### config.mk
export PLATFORM = sky130hd
export DESIGN_NAME = dfs_queue
export DESIGN_NICKNAME = d
export VERILOG_FILES = /design/src/rtl/core/dielectric_fresnel_scatter_defines.svh /design/src/rtl/core/dfs_pkg.sv /design/src/rtl/core/dfs_queue.sv
export SDC_FILE = /design/constraint.sdc
export NUM_CORES = 1
export LEC_CHECK = 0
export BUFFER_PORTS_ARGS = -buffer_cell sky130_fd_sc_hd__buf_2
export CORE_MARGIN = 3
export CORE_UTILIZATION = 26
export CTS_CLUSTER_DIAMETER = 80
export DETAILED_ROUTE_END_ITERATION = 7
export PLACE_DENSITY = 0.53
export REMOVE_ABC_BUFFERS = 1
export SLEW_MARGIN = 25
export SYNTH_ARGS = -nofsm -noshare
export SYNTH_HDL_FRONTEND = slang
export SYNTH_SLANG_ARGS = --single-unit
### constraint.sdc
create_clock -name clk -period 5.5 [get_ports clk]
set_input_delay 0.825 -clock clk [delete_from_list [all_inputs] [get_ports clk]]
set_output_delay 0.825 -clock clk [all_outputs]
set_load 0.1 [all_outputs]
### src/rtl/core/dielectric_fresnel_scatter_defines.svh
// ---------------------------------------------------------------------------
// Assertion macros for the dielectric Fresnel scatter block
// Short wrappers for the concurrent checks.
// Each one samples on clk and is switched off while rst is high.
// ---------------------------------------------------------------------------
`ifndef DIELECTRIC_FRESNEL_SCATTER_DEFINES_SVH
`define DIELECTRIC_FRESNEL_SCATTER_DEFINES_SVH

// Check that holds in the same cycle as its condition.
`define DFS_ASSERT_IMPLIES(label, ante, cons, msg) \
  label: assert property (@(posedge clk) disable iff (rst) (ante) |-> (cons)) \
    else $error(msg);

// Check that holds in the cycle after its condition.
`define DFS_ASSERT_NEXT(label, ante, cons, msg) \
  label: assert property (@(posedge clk) disable iff (rst) (ante) |=> (cons)) \
    else $error(msg);

`endif

### src/rtl/core/dfs_pkg.sv
// ---------------------------------------------------------------------------
// dfs_pkg
// Shared types and constants of the dielectric Fresnel scatter block.
// ---------------------------------------------------------------------------
`default_nettype none

package dfs_pkg;

  // Register indexes on the configuration port (paddr[2]).
  localparam logic REG_INDEX_OUTSIDE = 1'b0;
  localparam logic REG_INDEX_INSIDE  = 1'b1;

  localparam logic [15:0] INDEX_OUTSIDE_RESET = 16'd4096;
  localparam logic [15:0] INDEX_INSIDE_RESET  = 16'd6144;

  // Radicand and root widths of the refraction cosine.
  localparam int RAD_W  = 62;
  localparam int ROOT_W = 31;
  // Fresnel ratio: quotient bits and operand width.
  localparam int RATIO_QW = 17;
  localparam int RATIO_W  = 48;

  // One classified word, passed from the front through the queue.
  typedef struct packed {
    logic signed [15:0] x;
    logic signed [15:0] y;
    logic signed [15:0] z;
    logic        [15:0] u;
    logic        [15:0] e1;
    logic        [15:0] e2;
    logic        [15:0] c;
  } item_t;

endpackage

`default_nettype wire

### src/rtl/core/dfs_queue.sv
// ---------------------------------------------------------------------------
// dfs_queue
// Small first-in first-out queue between the front and the back.
// ---------------------------------------------------------------------------
`default_nettype none

module dfs_queue #(
  parameter int DEPTH = 2
) (
  input  wire logic           clk,
  input  wire logic           rst,
  input  wire logic           push_valid,
  input  wire dfs_pkg::item_t push_item,
  output logic                push_ready,
  output logic                pop_valid,
  output dfs_pkg::item_t      pop_item,
  input  wire logic           pop_ready
);

  localparam int PW = $clog2(DEPTH);
  localparam int CW = $clog2(DEPTH + 1);

  dfs_pkg::item_t entry [DEPTH];
  logic [PW-1:0]  wr_ptr;
  logic [PW-1:0]  rd_ptr;
  logic [CW-1:0]  count;
  logic           push;
  logic           pop;

  assign push_ready = (count != CW'(DEPTH));
  assign pop_valid  = (count != '0);
  assign pop_item   = entry[rd_ptr];
  assign push       = push_valid && push_ready;
  assign pop        = pop_valid && pop_ready;

  always_ff @(posedge clk) begin
    if (rst) begin
      wr_ptr <= '0;
      rd_ptr <= '0;
      count  <= '0;
    end else begin
      if (push) wr_ptr <= (wr_ptr == PW'(DEPTH - 1)) ? '0 : wr_ptr + 1'b1;
      if (pop)  rd_ptr <= (rd_ptr == PW'(DEPTH - 1)) ? '0 : rd_ptr + 1'b1;
      if (push && !pop) count <= count + 1'b1;
      else if (pop && !push) count <= count - 1'b1;
    end
  end

  always_ff @(posedge clk) begin
    if (push) entry[wr_ptr] <= push_item;
  end

endmodule

`default_nettype wire

[Yosys cells after proc, flatten, opt, wreduce, memory -nomap -nowiden]
Memory sizes are Yosys's and may differ from the RTL's. A register that Yosys moved wholly into a read port is not among the register bits.
Cells that the tools add are included.
Cells by class
  add/sub/neg operators: 4
  eq/ne operators: 1
  muxes and demuxes: 8
  reduce and logical (&&, ||, !) cells: 8
Operators by type and width (number)
  $mux W1: 6
  $logic_and A1 B1 Y1: 4
  $mux W2: 2
  $reduce_bool A2 Y1: 2
  $add A1 B1 Y1 const B: 2
  $add A2 B1 Y2 const B: 1
  $logic_not A1 Y1: 2
  $ne A2 B2 Y1 const B: 1
  $sub A2 B1 Y2 const B: 1
Word-level totals
  register bits: 4
  RAM bits: 224
  input bits: 116
  output and inout bits: 114
  logic and storage cells: 25
  memories: 1
Memory list
  entry: words 2, bits a word 112, rd ports 1, clocked after Yosys merged registers in 1, wr ports 1, line dfs_queue.sv:23  | dfs_pkg::item_t entry [DEPTH];

[Depth between registers and ports, before layout]
  depth in word-level cells: 6
  gate-level depth with buffers: 6
  mapped depth without buffers: 6

[Worst setup path after synthesis]
No wires, ideal clock.
  path type: register to register
  start: register count[0]
  end: memory entry[1][0] (netlist bit), enable pin
  data arrival time: 4.003 ns
  setup slack: 1.013 ns
  cell stages (with the launch flop): 3
  clock period less this slack: 4.487 ns
  cells stage by stage: dfxtp_1 > nand2b_1 > and3_1
On the way
  longest elaborated chain between the ends: 4
Ends and longest elaborated chain
  start: declaration: line dfs_queue.sv:26  | logic [CW-1:0] count;
  start signal: assignment: line dfs_queue.sv:44  | if (push && !pop) count <= count + 1'b1;
  start signal: assignment: line dfs_queue.sv:45  | else if (pop && !push) count <= count - 1'b1;
  $ne A2 B2 Y1: line dfs_queue.sv:30  | assign push_ready = (count != CW'(DEPTH));
  net push_ready: line dfs_queue.sv:14  | output logic push_ready,
  $logic_and A1 B1 Y1: line dfs_queue.sv:33  | assign push = push_valid && push_ready;
  $mux W1: line dfs_queue.sv:50  | if (push) entry[wr_ptr] <= push_item;
  $mux W1 (implied by the code): line dfs_queue.sv:50
  end: declaration: line dfs_queue.sv:23
The timed path passes the listed nets, and every way through them passes these cells.

==> results.sh <==
export IMPL_outcome="finished, final reports clean"
export IMPL_end_kind="output port"
export IMPL_vias=4235
export IMPL_worstSetupPathType="flop to output port"
export IMPL_setup_viol=0
export IMPL_cp_depth=3
export IMPL_regArea_um2=6830
export IMPL_min_from="push_item[23]"
export IMPL_cts_root_buf="clkbuf_16"
export IMPL_cp_top_family="flip-flops"
export IMPL_final_common_cell="buf_2"
export IMPL_die_x_um=185
export IMPL_clkSlewWorstSetupHoldPaths_ps=60
export IMPL_htreeDepth=1
export IMPL_yosysUniqueCellTypes=19
export IMPL_core_area_um2=31100
export IMPL_reg2reg_slack_ps=3200
export IMPL_yosysWarnings=0
export IMPL_postCtsSetupBuffers=0
export IMPL_syn_cell_area_um2=8320
export IMPL_max_slew_margin_pct=38.6
export IMPL_wl_um=17200
export IMPL_grt_pass1_wl_um=25000
export IMPL_critPathLaunchType="flop"
export IMPL_die_h_um=185
export IMPL_grt_usage_pct=9.40
export IMPL_cap_violations=0
export IMPL_synth_cells=372
export IMPL_fin_crit_sh_pct=63.5
export IMPL_max_stage_delay_ps=950
export IMPL_drc=0
export IMPL_grt_pass1_vias=4462
export IMPL_rsz0062_at_grt="false"
export IMPL_ys_seq_area_share_pct=82.0
export IMPL_areaGrowthSynthToFinish_pct=27.6
export IMPL_reg2reg_depth=4
export IMPL_slew_violations=0
export IMPL_antenna_left=0
export IMPL_min_path_type="primary input to flop"
export IMPL_cts_tree="built"
export IMPL_tns_ps=0
export IMPL_die_area_um2=34200
export IMPL_path_max_fanout=63
export IMPL_num_rows=64
export IMPL_overflow=0
export IMPL_path_buf_inv=2
export IMPL_wl_per_cell_um=16.6
export IMPL_post_route_min_period_ps=3490
export IMPL_cts_made_buffers=25
export IMPL_via_per_inst=4.10
export IMPL_clk_latency_ps=510
export IMPL_ys_ff_latch=229
export IMPL_fmax_mhz=286
export IMPL_multi_input_area_um2=1390
export IMPL_final_layout_size_suffix_gt1_share_pct=60.2
export IMPL_timing_rr_end="entry[0][21]"
export IMPL_clock_skew_ps=8.77
export IMPL_cts_hold_buf=0
export IMPL_cts_resized=0
export IMPL_first_pass_iters=4
export IMPL_grt_antenna_before_repair=3
export IMPL_timing_rr_start="count[0]"
export IMPL_start_util_pct=26.8
export IMPL_cts_buffer_depth=3
export IMPL_cts_num_sinks=229
export IMPL_nFillCells=2981
export IMPL_path_cells="buf_4 -> mux2_2 -> buf_2"
export IMPL_place_gp_congestion=0.683
export IMPL_synth_avg_cell_area_um2=22.4
export IMPL_hpwl_um=11100
export IMPL_hold_end="entry[0][23]"
export IMPL_drtIter0Drc=190
export IMPL_final_nets=738
export IMPL_grt_max_degree=64
export IMPL_tightest_slew_ps=920
export IMPL_min_path_cells=1
export IMPL_arrival_ps=2670
export IMPL_crit_slowest_cell="dfxtp_4"
export IMPL_finalHoldViolCount=0
export IMPL_final_cell_mix="229 x buf_2, 224 x edfxtp_1, 112 x mux2_2, 25 x clkbuf_16, 8 x clkbuf_1"
export IMPL_cp_data_required_time_ps=4680
export IMPL_num_io_pins=230
export IMPL_io_buffers=229
==> worst max-delay path by stage <==
stage | slack (ps) | end | start
5_1_grt | 1820 | pop_item[17] | flop
6_report | 2010 | pop_item[17] | flop
2_1_floorplan | 1010 | entry[1][0] | count[0]
4_1_cts | 1880 | pop_item[17] | flop
3_3_place_gp | 2460 | pop_item[17] | flop
3_5_place_dp | 2450 | pop_item[17] | flop
==> per-stage QoR <==
step           cell area (µm²)  hold WS, ps  worst slack [ps]  cells  util [%]
2_1_floorplan             8210          471              1010    360         -
3_3_place_gp              9910          487              2460    990      31.9
3_5_place_dp              9910          489              2450    990      31.9
4_1_cts                  10600          463              1880   1032      34.2
5_1_grt                  10600          474              1820   1033      34.2
6_report                 10600          498              2010   1033      34.2
==> per-layer routing <==
layer  part of all wire (%)  GRT usage, %  vias to the layer above
met2                     45          14.6                      163
met5                   0.19             0                        -
met1                     42          11.9                     2060
met3                    9.9          3.91                       34
li1                       -             -                     1974
met4                    3.5          3.18                        4
==> final cells by class <==
cell class              count  share of cell area [%]
diodes                      1                  0.0236
well taps                 396                    4.67
repair buffers            234                    11.3
clock inverters             9                   0.424
multi-input cells         130                    13.0
flip-flops and latches    229                    64.3
clock buffers              33                    6.18
inverters                   1                  0.0589
==> Yosys cell counts, drive strengths merged <==
| library cell | n | area (µm²) |
|---|---|---|
| inv | 1 | 3.75 |
| nand2b | 1 | 6.26 |
| nor2 | 3 | 11.3 |
| ha | 1 | 12.5 |
| a21oi | 2 | 10.0 |
| a21bo | 1 | 10.0 |
| buf | 12 | 113 |
| or3 | 1 | 6.26 |
| or2 | 1 | 6.26 |
| mux2 | 112 | 1260 |
| o21ai | 2 | 10.0 |
| and3 | 1 | 6.26 |
| dfxtp | 5 | 100 |
| nand3b | 1 | 7.51 |
| and2 | 1 | 6.26 |
| edfxtp | 224 | 6730 |
| xor2 | 3 | 26.3 |
==> flip-flops by register name, indices dropped and copies added, names as in the netlist, named ones only <==
name,cells
wr_ptr,1
rd_ptr,1
count,2
entry,224
==> kinds of logic after synthesis <==
kind of cell             count (synthesis)  synth area share [%]
multiplexers                           112                  15.2
XOR/XNOR                                 3                 0.316
adder cells (fa/ha/maj)                  1                 0.150
AO/OA/AOI/OAI                            5                 0.361
flip-flops                             229                  82.0
AND/OR/NAND/NOR                          9                 0.602
buffers and inverters                   13                  1.40
Power is left out: the tool's default activity adds up to more than one toggle a clock period on the data nets, which glitch-free logic cannot reach.
