File: src/rtl/core/dielectric_fresnel_scatter_defines.svh
// ---------------------------------------------------------------------------
// Assertion macros for the dielectric Fresnel scatter block
// Short wrappers for the concurrent checks.
// Each one samples on clk and is switched off while rst is high.
// ---------------------------------------------------------------------------
`ifndef DIELECTRIC_FRESNEL_SCATTER_DEFINES_SVH
`define DIELECTRIC_FRESNEL_SCATTER_DEFINES_SVH

// Check that holds in the same cycle as its condition.
`define DFS_ASSERT_IMPLIES(label, ante, cons, msg) \
  label: assert property (@(posedge clk) disable iff (rst) (ante) |-> (cons)) \
    else $error(msg);

// Check that holds in the cycle after its condition.
`define DFS_ASSERT_NEXT(label, ante, cons, msg) \
  label: assert property (@(posedge clk) disable iff (rst) (ante) |=> (cons)) \
    else $error(msg);

`endif

File: src/rtl/core/dfs_pkg.sv
// ---------------------------------------------------------------------------
// dfs_pkg
// Shared types and constants of the dielectric Fresnel scatter block.
// ---------------------------------------------------------------------------
`default_nettype none

package dfs_pkg;

  // Register indexes on the configuration port (paddr[2]).
  localparam logic REG_INDEX_OUTSIDE = 1'b0;
  localparam logic REG_INDEX_INSIDE  = 1'b1;

  localparam logic [15:0] INDEX_OUTSIDE_RESET = 16'd4096;
  localparam logic [15:0] INDEX_INSIDE_RESET  = 16'd6144;

  // Radicand and root widths of the refraction cosine.
  localparam int RAD_W  = 62;
  localparam int ROOT_W = 31;
  // Fresnel ratio: quotient bits and operand width.
  localparam int RATIO_QW = 17;
  localparam int RATIO_W  = 48;

  // One classified word, passed from the front through the queue.
  typedef struct packed {
    logic signed [15:0] x;
    logic signed [15:0] y;
    logic signed [15:0] z;
    logic        [15:0] u;
    logic        [15:0] e1;
    logic        [15:0] e2;
    logic        [15:0] c;
  } item_t;

endpackage

`default_nettype wire

File: src/rtl/core/dfs_front.sv
// ---------------------------------------------------------------------------
// dfs_front
// Accepts a word, picks the side of the surface and the index order.
// ---------------------------------------------------------------------------
`default_nettype none

module dfs_front (
  input  wire logic               clk,
  input  wire logic               rst,
  input  wire logic               start,
  output logic                    busy,
  input  wire logic signed [15:0] dir_in_x,
  input  wire logic signed [15:0] dir_in_y,
  input  wire logic signed [15:0] dir_in_z,
  input  wire logic        [15:0] uniform_sample,
  input  wire logic        [15:0] index_outside,
  input  wire logic        [15:0] index_inside,
  output logic                    item_valid,
  output dfs_pkg::item_t          item,
  input  wire logic               item_ready
);

  logic [15:0] e1_sel;
  logic [15:0] e2_sel;
  logic        take;

  assign busy = item_valid && !item_ready;
  assign take = start && !busy;

  // A negative z means the ray leaves the inside; a zero index becomes 1 LSB.
  always_comb begin
    if (dir_in_z[15]) begin
      e1_sel = index_inside;
      e2_sel = index_outside;
    end else begin
      e1_sel = index_outside;
      e2_sel = index_inside;
    end
    if (e1_sel == 16'd0) e1_sel = 16'd1;
    if (e2_sel == 16'd0) e2_sel = 16'd1;
  end

  always_ff @(posedge clk) begin
    if (rst) begin
      item_valid <= 1'b0;
    end else if (take) begin
      item_valid <= 1'b1;
    end else if (item_ready) begin
      item_valid <= 1'b0;
    end
  end

  always_ff @(posedge clk) begin
    if (take) begin
      item.x  <= dir_in_x;
      item.y  <= dir_in_y;
      item.z  <= dir_in_z;
      item.u  <= uniform_sample;
      item.e1 <= e1_sel;
      item.e2 <= e2_sel;
      item.c  <= dir_in_z[15] ? 16'(~dir_in_z + 16'sd1) : 16'(dir_in_z);
    end
  end

endmodule

`default_nettype wire

File: config.mk
export PLATFORM = sky130hd
export DESIGN_NAME = dfs_front
export DESIGN_NICKNAME = d
export VERILOG_FILES = /design/src/rtl/core/dielectric_fresnel_scatter_defines.svh /design/src/rtl/core/dfs_pkg.sv /design/src/rtl/core/dfs_front.sv
export SDC_FILE = /design/constraint.sdc
export NUM_CORES = 1
export LEC_CHECK = 0
export BUFFER_PORTS_ARGS = -buffer_cell sky130_fd_sc_hd__buf_2
export CORE_MARGIN = 2
export CORE_UTILIZATION = 35
export DETAILED_ROUTE_END_ITERATION = 7
export GPL_TIMING_DRIVEN = 0
export PLACE_DENSITY_LB_ADDON = 0.12
export SETUP_SLACK_MARGIN = 0.2
export SYNTH_ARGS = -nofsm -noshare
export SYNTH_HDL_FRONTEND = slang
export SYNTH_SLANG_ARGS = --single-unit
File: constraint.sdc
create_clock -name clk -period 7.5 [get_ports clk]
set_input_delay 0.375 -clock clk [delete_from_list [all_inputs] [get_ports clk]]
set_output_delay 0.375 -clock clk [all_outputs]
set_load 0.1 [all_outputs]
==> Word level (Yosys, flattened, before mapping) <==
Index checks and enable logic that the tools add are counted.
{ "word_totals": {"word_cells": 23, "output_inout_bits": 114, "ff_bits": 113, "input_bits": 100} }
{ "op_classes": {"n_addsub": 1, "reduce_logical": 7, "muxes": 5, "bitwise": 1} }
{ "op_table": {"columns": ["operator", "count"], "rows": [
  ["16-bit logical NOT", 2],
  ["16-bit 2-to-1 mux", 2],
  ["16-bit by 2-bit adder with 16-bit output, second input constant", 1],
  ["16-bit NOT", 1],
  ["15-bit 2-to-1 mux", 1],
  ["1-bit logical AND", 2],
  ["1-bit logical NOT", 2],
  ["1-bit 2-to-1 mux", 2],
  ["2-bit nonzero test", 1]
]} }

==> Logic depth before layout (Yosys ltp) <==
{ "depth": {"depth_word": 5, "mapped_depth": 6, "mapped_depth_nobuf": 5} }

==> Worst setup path after synthesis <==
No wires, ideal clock.
{ "synth_timing": {"path_kind": "reg-to-reg", "start": "reg item_valid", "end": "reg item[100] in the netlist's numbering (enable)", "t_arrival_ns": 6.289, "stages_incl_launch_ff": 3, "slack_ns": 0.618, "n_path_buf": 0, "period_less_slack_ns": 6.882, "cell_sequence": "dfxtp_1 > nor2b_1 > nor2b_1"} }
{ "synth_between": {"elab_chain_len": 3} }
{ "synth_lines": {"columns": ["item", "line_no", "source"], "rows": [
  ["start: declaration", "dfs_front.sv:18", "output logic item_valid,"],
  ["start signal: assignment", "dfs_front.sv:45", "item_valid <= 1'b0;"],
  ["start signal: assignment", "dfs_front.sv:47", "item_valid <= 1'b1;"],
  ["start signal: assignment", "dfs_front.sv:49", "item_valid <= 1'b0;"],
  ["1-bit logical AND", "dfs_front.sv:27", "assign busy = item_valid && !item_ready;"],
  ["net busy", "dfs_front.sv:11", "output logic busy,"],
  ["1-bit logical NOT", "dfs_front.sv:28", "assign take = start && !busy;"],
  ["1-bit logical AND", "dfs_front.sv:28", null],
  ["net take", "dfs_front.sv:25", "logic take;"],
  ["end: declaration", "dfs_front.sv:19", "output dfs_pkg::item_t item,"]
]} }
The timed path passes the listed nets, and every way through them passes these cells.
A chain may end at the register's enable or synchronous reset.

==> Worst setup path after layout <==
{ "layout_timing": {"start": "reg item_valid", "end": "reg item[97] in the netlist's numbering (enable)"} }
{ "layout_between": {"elab_chain_len": 3} }
{ "layout_lines": {"columns": ["item", "line_no"], "rows": [
  ["1-bit logical AND", "dfs_front.sv:27"],
  ["1-bit logical NOT", "dfs_front.sv:28"],
  ["1-bit logical AND", "dfs_front.sv:28"],
  ["net take", "dfs_front.sv:25"]
]} }
The timed path passes the listed nets, and every way through them passes these cells.

==> run metrics <==
sum of negative setup slack 0 ps; antenna cell count 0; Placed Instances approximately 570; worst voltage drop across the vdd grid 0.000126 V; static leakage 2.36 nW; Worst R2R Start item_valid$_SDFFE_PP0P_; via count of the first global-routing pass approximately 2600; Hold/Removal Path Class input port to flip-flop; number of synthesized register bits around 110; data required time at the worst endpoint about 7500 ps; clock latency on the worst-skew pair between 300 and 400 ps; DPL Wire Length roughly 7.4 mm; power density normalized to cell area 278 mW/mm²; layout cells sized above 1 approximately three fifths; commonest cells after routing, fill and taps aside buf_2, edfxtp_1, mux2_2, xnor2_1, clkbuf_16; largest net degree at the start of global routing 36; adder-cell share of the synthesized area less than 1%; slew at the pin with the worst max-slew slack between 800 and 900 ps; most common cell after layout, fill and taps aside buf_2; dominant cells by area after synthesis edfxtp_1, mux2_2, xnor2_1, nor4_1, o41ai_1; slew margin rel. between 40 and 50%; main combinational cell family by area after synthesis multiplexers; starting density of the core between 30% and 40%; Port-buffer cells approximately 210; drt first pass iters 4; iteration-0 DRC count of the detailed router between 150 and 200; portion of the clock cycle consumed by the worst path in the final layout ~26%; maximum clock frequency around 520 MHz; pins over their slew limit 0; slowest stage delay, CP about 670 ps; via count normalized by instance count roughly 4.6; Mapped Nets 314; CTS H-Tree Depth 3; Clock Path Buffers 2; Layout area overhead 38.0%; cell depth of the worst hold path 2; share of the yosys chip area belonging to registers between 80% and 90%; WL final just under 10 mm; data arrival time of the critical path between 1500 and 2000 ps; Synth Cell Area about 0.0042 mm²; share of total power in sequential cells ~46%; Worst path slowest cell nor2b_4; detail-routed net length per standard cell 16.4 µm; number of placement rows 39; type of origin of the critical path flip-flop; first-pass GRT wire length 14.1 mm; Int Pwr ~1.0 mW; number of buffers and inverters on the critical path 2; unrepaired setup endpoints after global routing false; antenna violation net count after detailed routing 0; maxcap violations 0; setup clock skew after layout between 6 and 7 ps; library cell with the largest summed area after synthesis edfxtp_1; final cell count without fillers between 500 and 600; worst hold path endpoint item_valid$_SDFFE_PP0P_; worst reg2reg setup slack 5560 ps; clock slew at the register clock pins of the worst setup and hold paths around 70 ps; area of the die about 0.013 mm²; crit path capture type flip-flop; TritonCTS buffer count 9; kind of critical path flip-flop to flip-flop; Final Net Count between 500 and 600; share of total power in the clock network between 20% and 30%; Final Wtd Congestion around 0.75; final hold viol count 0; die extent in x 113 µm; outcome completed; number of remaining DRC errors 0; cell depth of the worst setup path 4; FF-to-FF End item[97]$_DFFE_PP_; Worst Setup SP item_valid$_SDFFE_PP0P_; mux contribution to synthesized area about 8.8%; Post-Syn Area per Cell around 20 µm²; cells traversed along the worst timing path nor2b_1, nor2b_4, buf_16, buf_12; IO Pins around 210; global-route usage over all layers 14.7%; Yosys top cell area share between 70% and 80%; cell count of the worst reg-to-reg path 4; Clk Tree Root Cell clkbuf_16; worst-path maximum fanout 35; TritonCTS clock tree built; setup violation total in the final timing report 0; antenna violations before repair 1; Core Box Area between 0.01 and 0.015 mm²; library cells used by synthesis 28; synthesized netlist cell count between 200 and 250; hold bufs inserted after CTS 0; total grt overflow 0; fin crit period ~1900 ps; fraction of synthesized cell area in xor and xnor cells about 2.7%; Comb pwr share a little over a quarter; switching power roughly 0.57 mW; Top delay family on crit path simple AND/OR/NAND/NOR gates; # clock sinks 112; count of buffers added by post-CTS timing repair for setup 0; via total after detailed routing 2725; compound-gate portion of the synthesized area under 10%; Synthesis Warnings 0; count of instances resized after the clock tree is built 0; switching portion of total power between 30% and 40%; simple-gate area share of the yosys netlist under 10%; worst hold path startpoint rst; die height ~110 µm
==> worst register-to-register path, delay by kind of cell, from the launching register on <==
kind                   cells  cell delay (ps)
flip-flops                 1              310
AND/OR/NAND/NOR            2              830
buffers and inverters      2              470
==> registers in the layout (all words and copies together) (netlist names) <==
register	flops
item_valid	1
item	111
==> cells by family (layout without fill, tap and decap cells) <==
family,after synthesis,in the layout
buf+inv,10,242
compound gates,16,16
mux,33,33
flops,112,112
xor+xnor,13,13
fa+ha+maj,1,1
simple gates,28,28
==> area by class of cell <==
type | instances | area (µm²)
fill | 1050 | 5790
buffer | 7 | 48.8
sequential | 112 | 3350
inverter | 3 | 11.3
timing repair buffer | 216 | 1130
clock inverter | 6 | 42.5
tap | 143 | 179
multi-input combinational | 91 | 782
clock buffer | 10 | 229
==> how the worst max path moves through the flow <==
stage                             end
2_1_floorplan     item[100]$_DFFE_PP_
3_3_place_gp       item[56]$_DFFE_PP_
3_5_place_dp   item[32]$_SDFFCE_PN1P_
4_1_cts            item[97]$_DFFE_PP_
5_1_grt            item[87]$_DFFE_PP_
6_report           item[97]$_DFFE_PP_
==> synthesized netlist by cell type <==
library cell,instances
a2111oi_0,1
a21oi_1,2
a31o_2,2
buf_2,3
buf_4,1
buf_6,2
clkbuf_1,1
dfxtp_1,1
edfxtp_1,111
ha_1,1
inv_1,3
mux2_2,32
mux2i_1,1
nand2_1,5
nand2b_1,3
nand3b_1,1
nor2_1,3
nor2b_1,2
nor3_1,3
nor3b_1,1
nor4_1,7
o21ai_0,4
o21ai_2,1
o31ai_1,3
o41ai_1,3
or3_1,1
or4_4,2
xnor2_1,13
==> routing by layer <==
metal / GRT usage, % / vias up / part of all wire (%)
li1: - / 1296 / -
met1: 18.1 / 1289 / 42
met2: 24.0 / 129 / 48
met3: 4.46 / 11 / 8.7
met4: 6.59 / 0 / 1.8
met5: 0 / - / 0
==> stage by stage <==
stage                     util [%]  instance area (µm²)  power (mW)  worst slack (ps)  hold WS [ps]
final                         50.0                 5780        1.61              5560           177
after global routing          50.0                 5780        1.66              5460           165
after CTS                     50.0                 5780        1.63              5540           162
after detailed placement      47.6                 5510        1.18              5320           536
after global placement        47.0                 5430        1.18              -572           535
after floorplan                  -                 4190        1.10               618           447
==> power groups by stage <==
stage                     clock network (mW)  logic [mW]  registers, mW
after global placement                     0       0.414          0.768
final                                  0.443       0.419          0.746
after floorplan                            0      0.0503           1.05
after detailed placement                   0       0.421          0.761
after CTS                              0.461       0.422          0.747
after global routing                   0.482       0.433          0.750
Power figures use the tool's default switching activity.
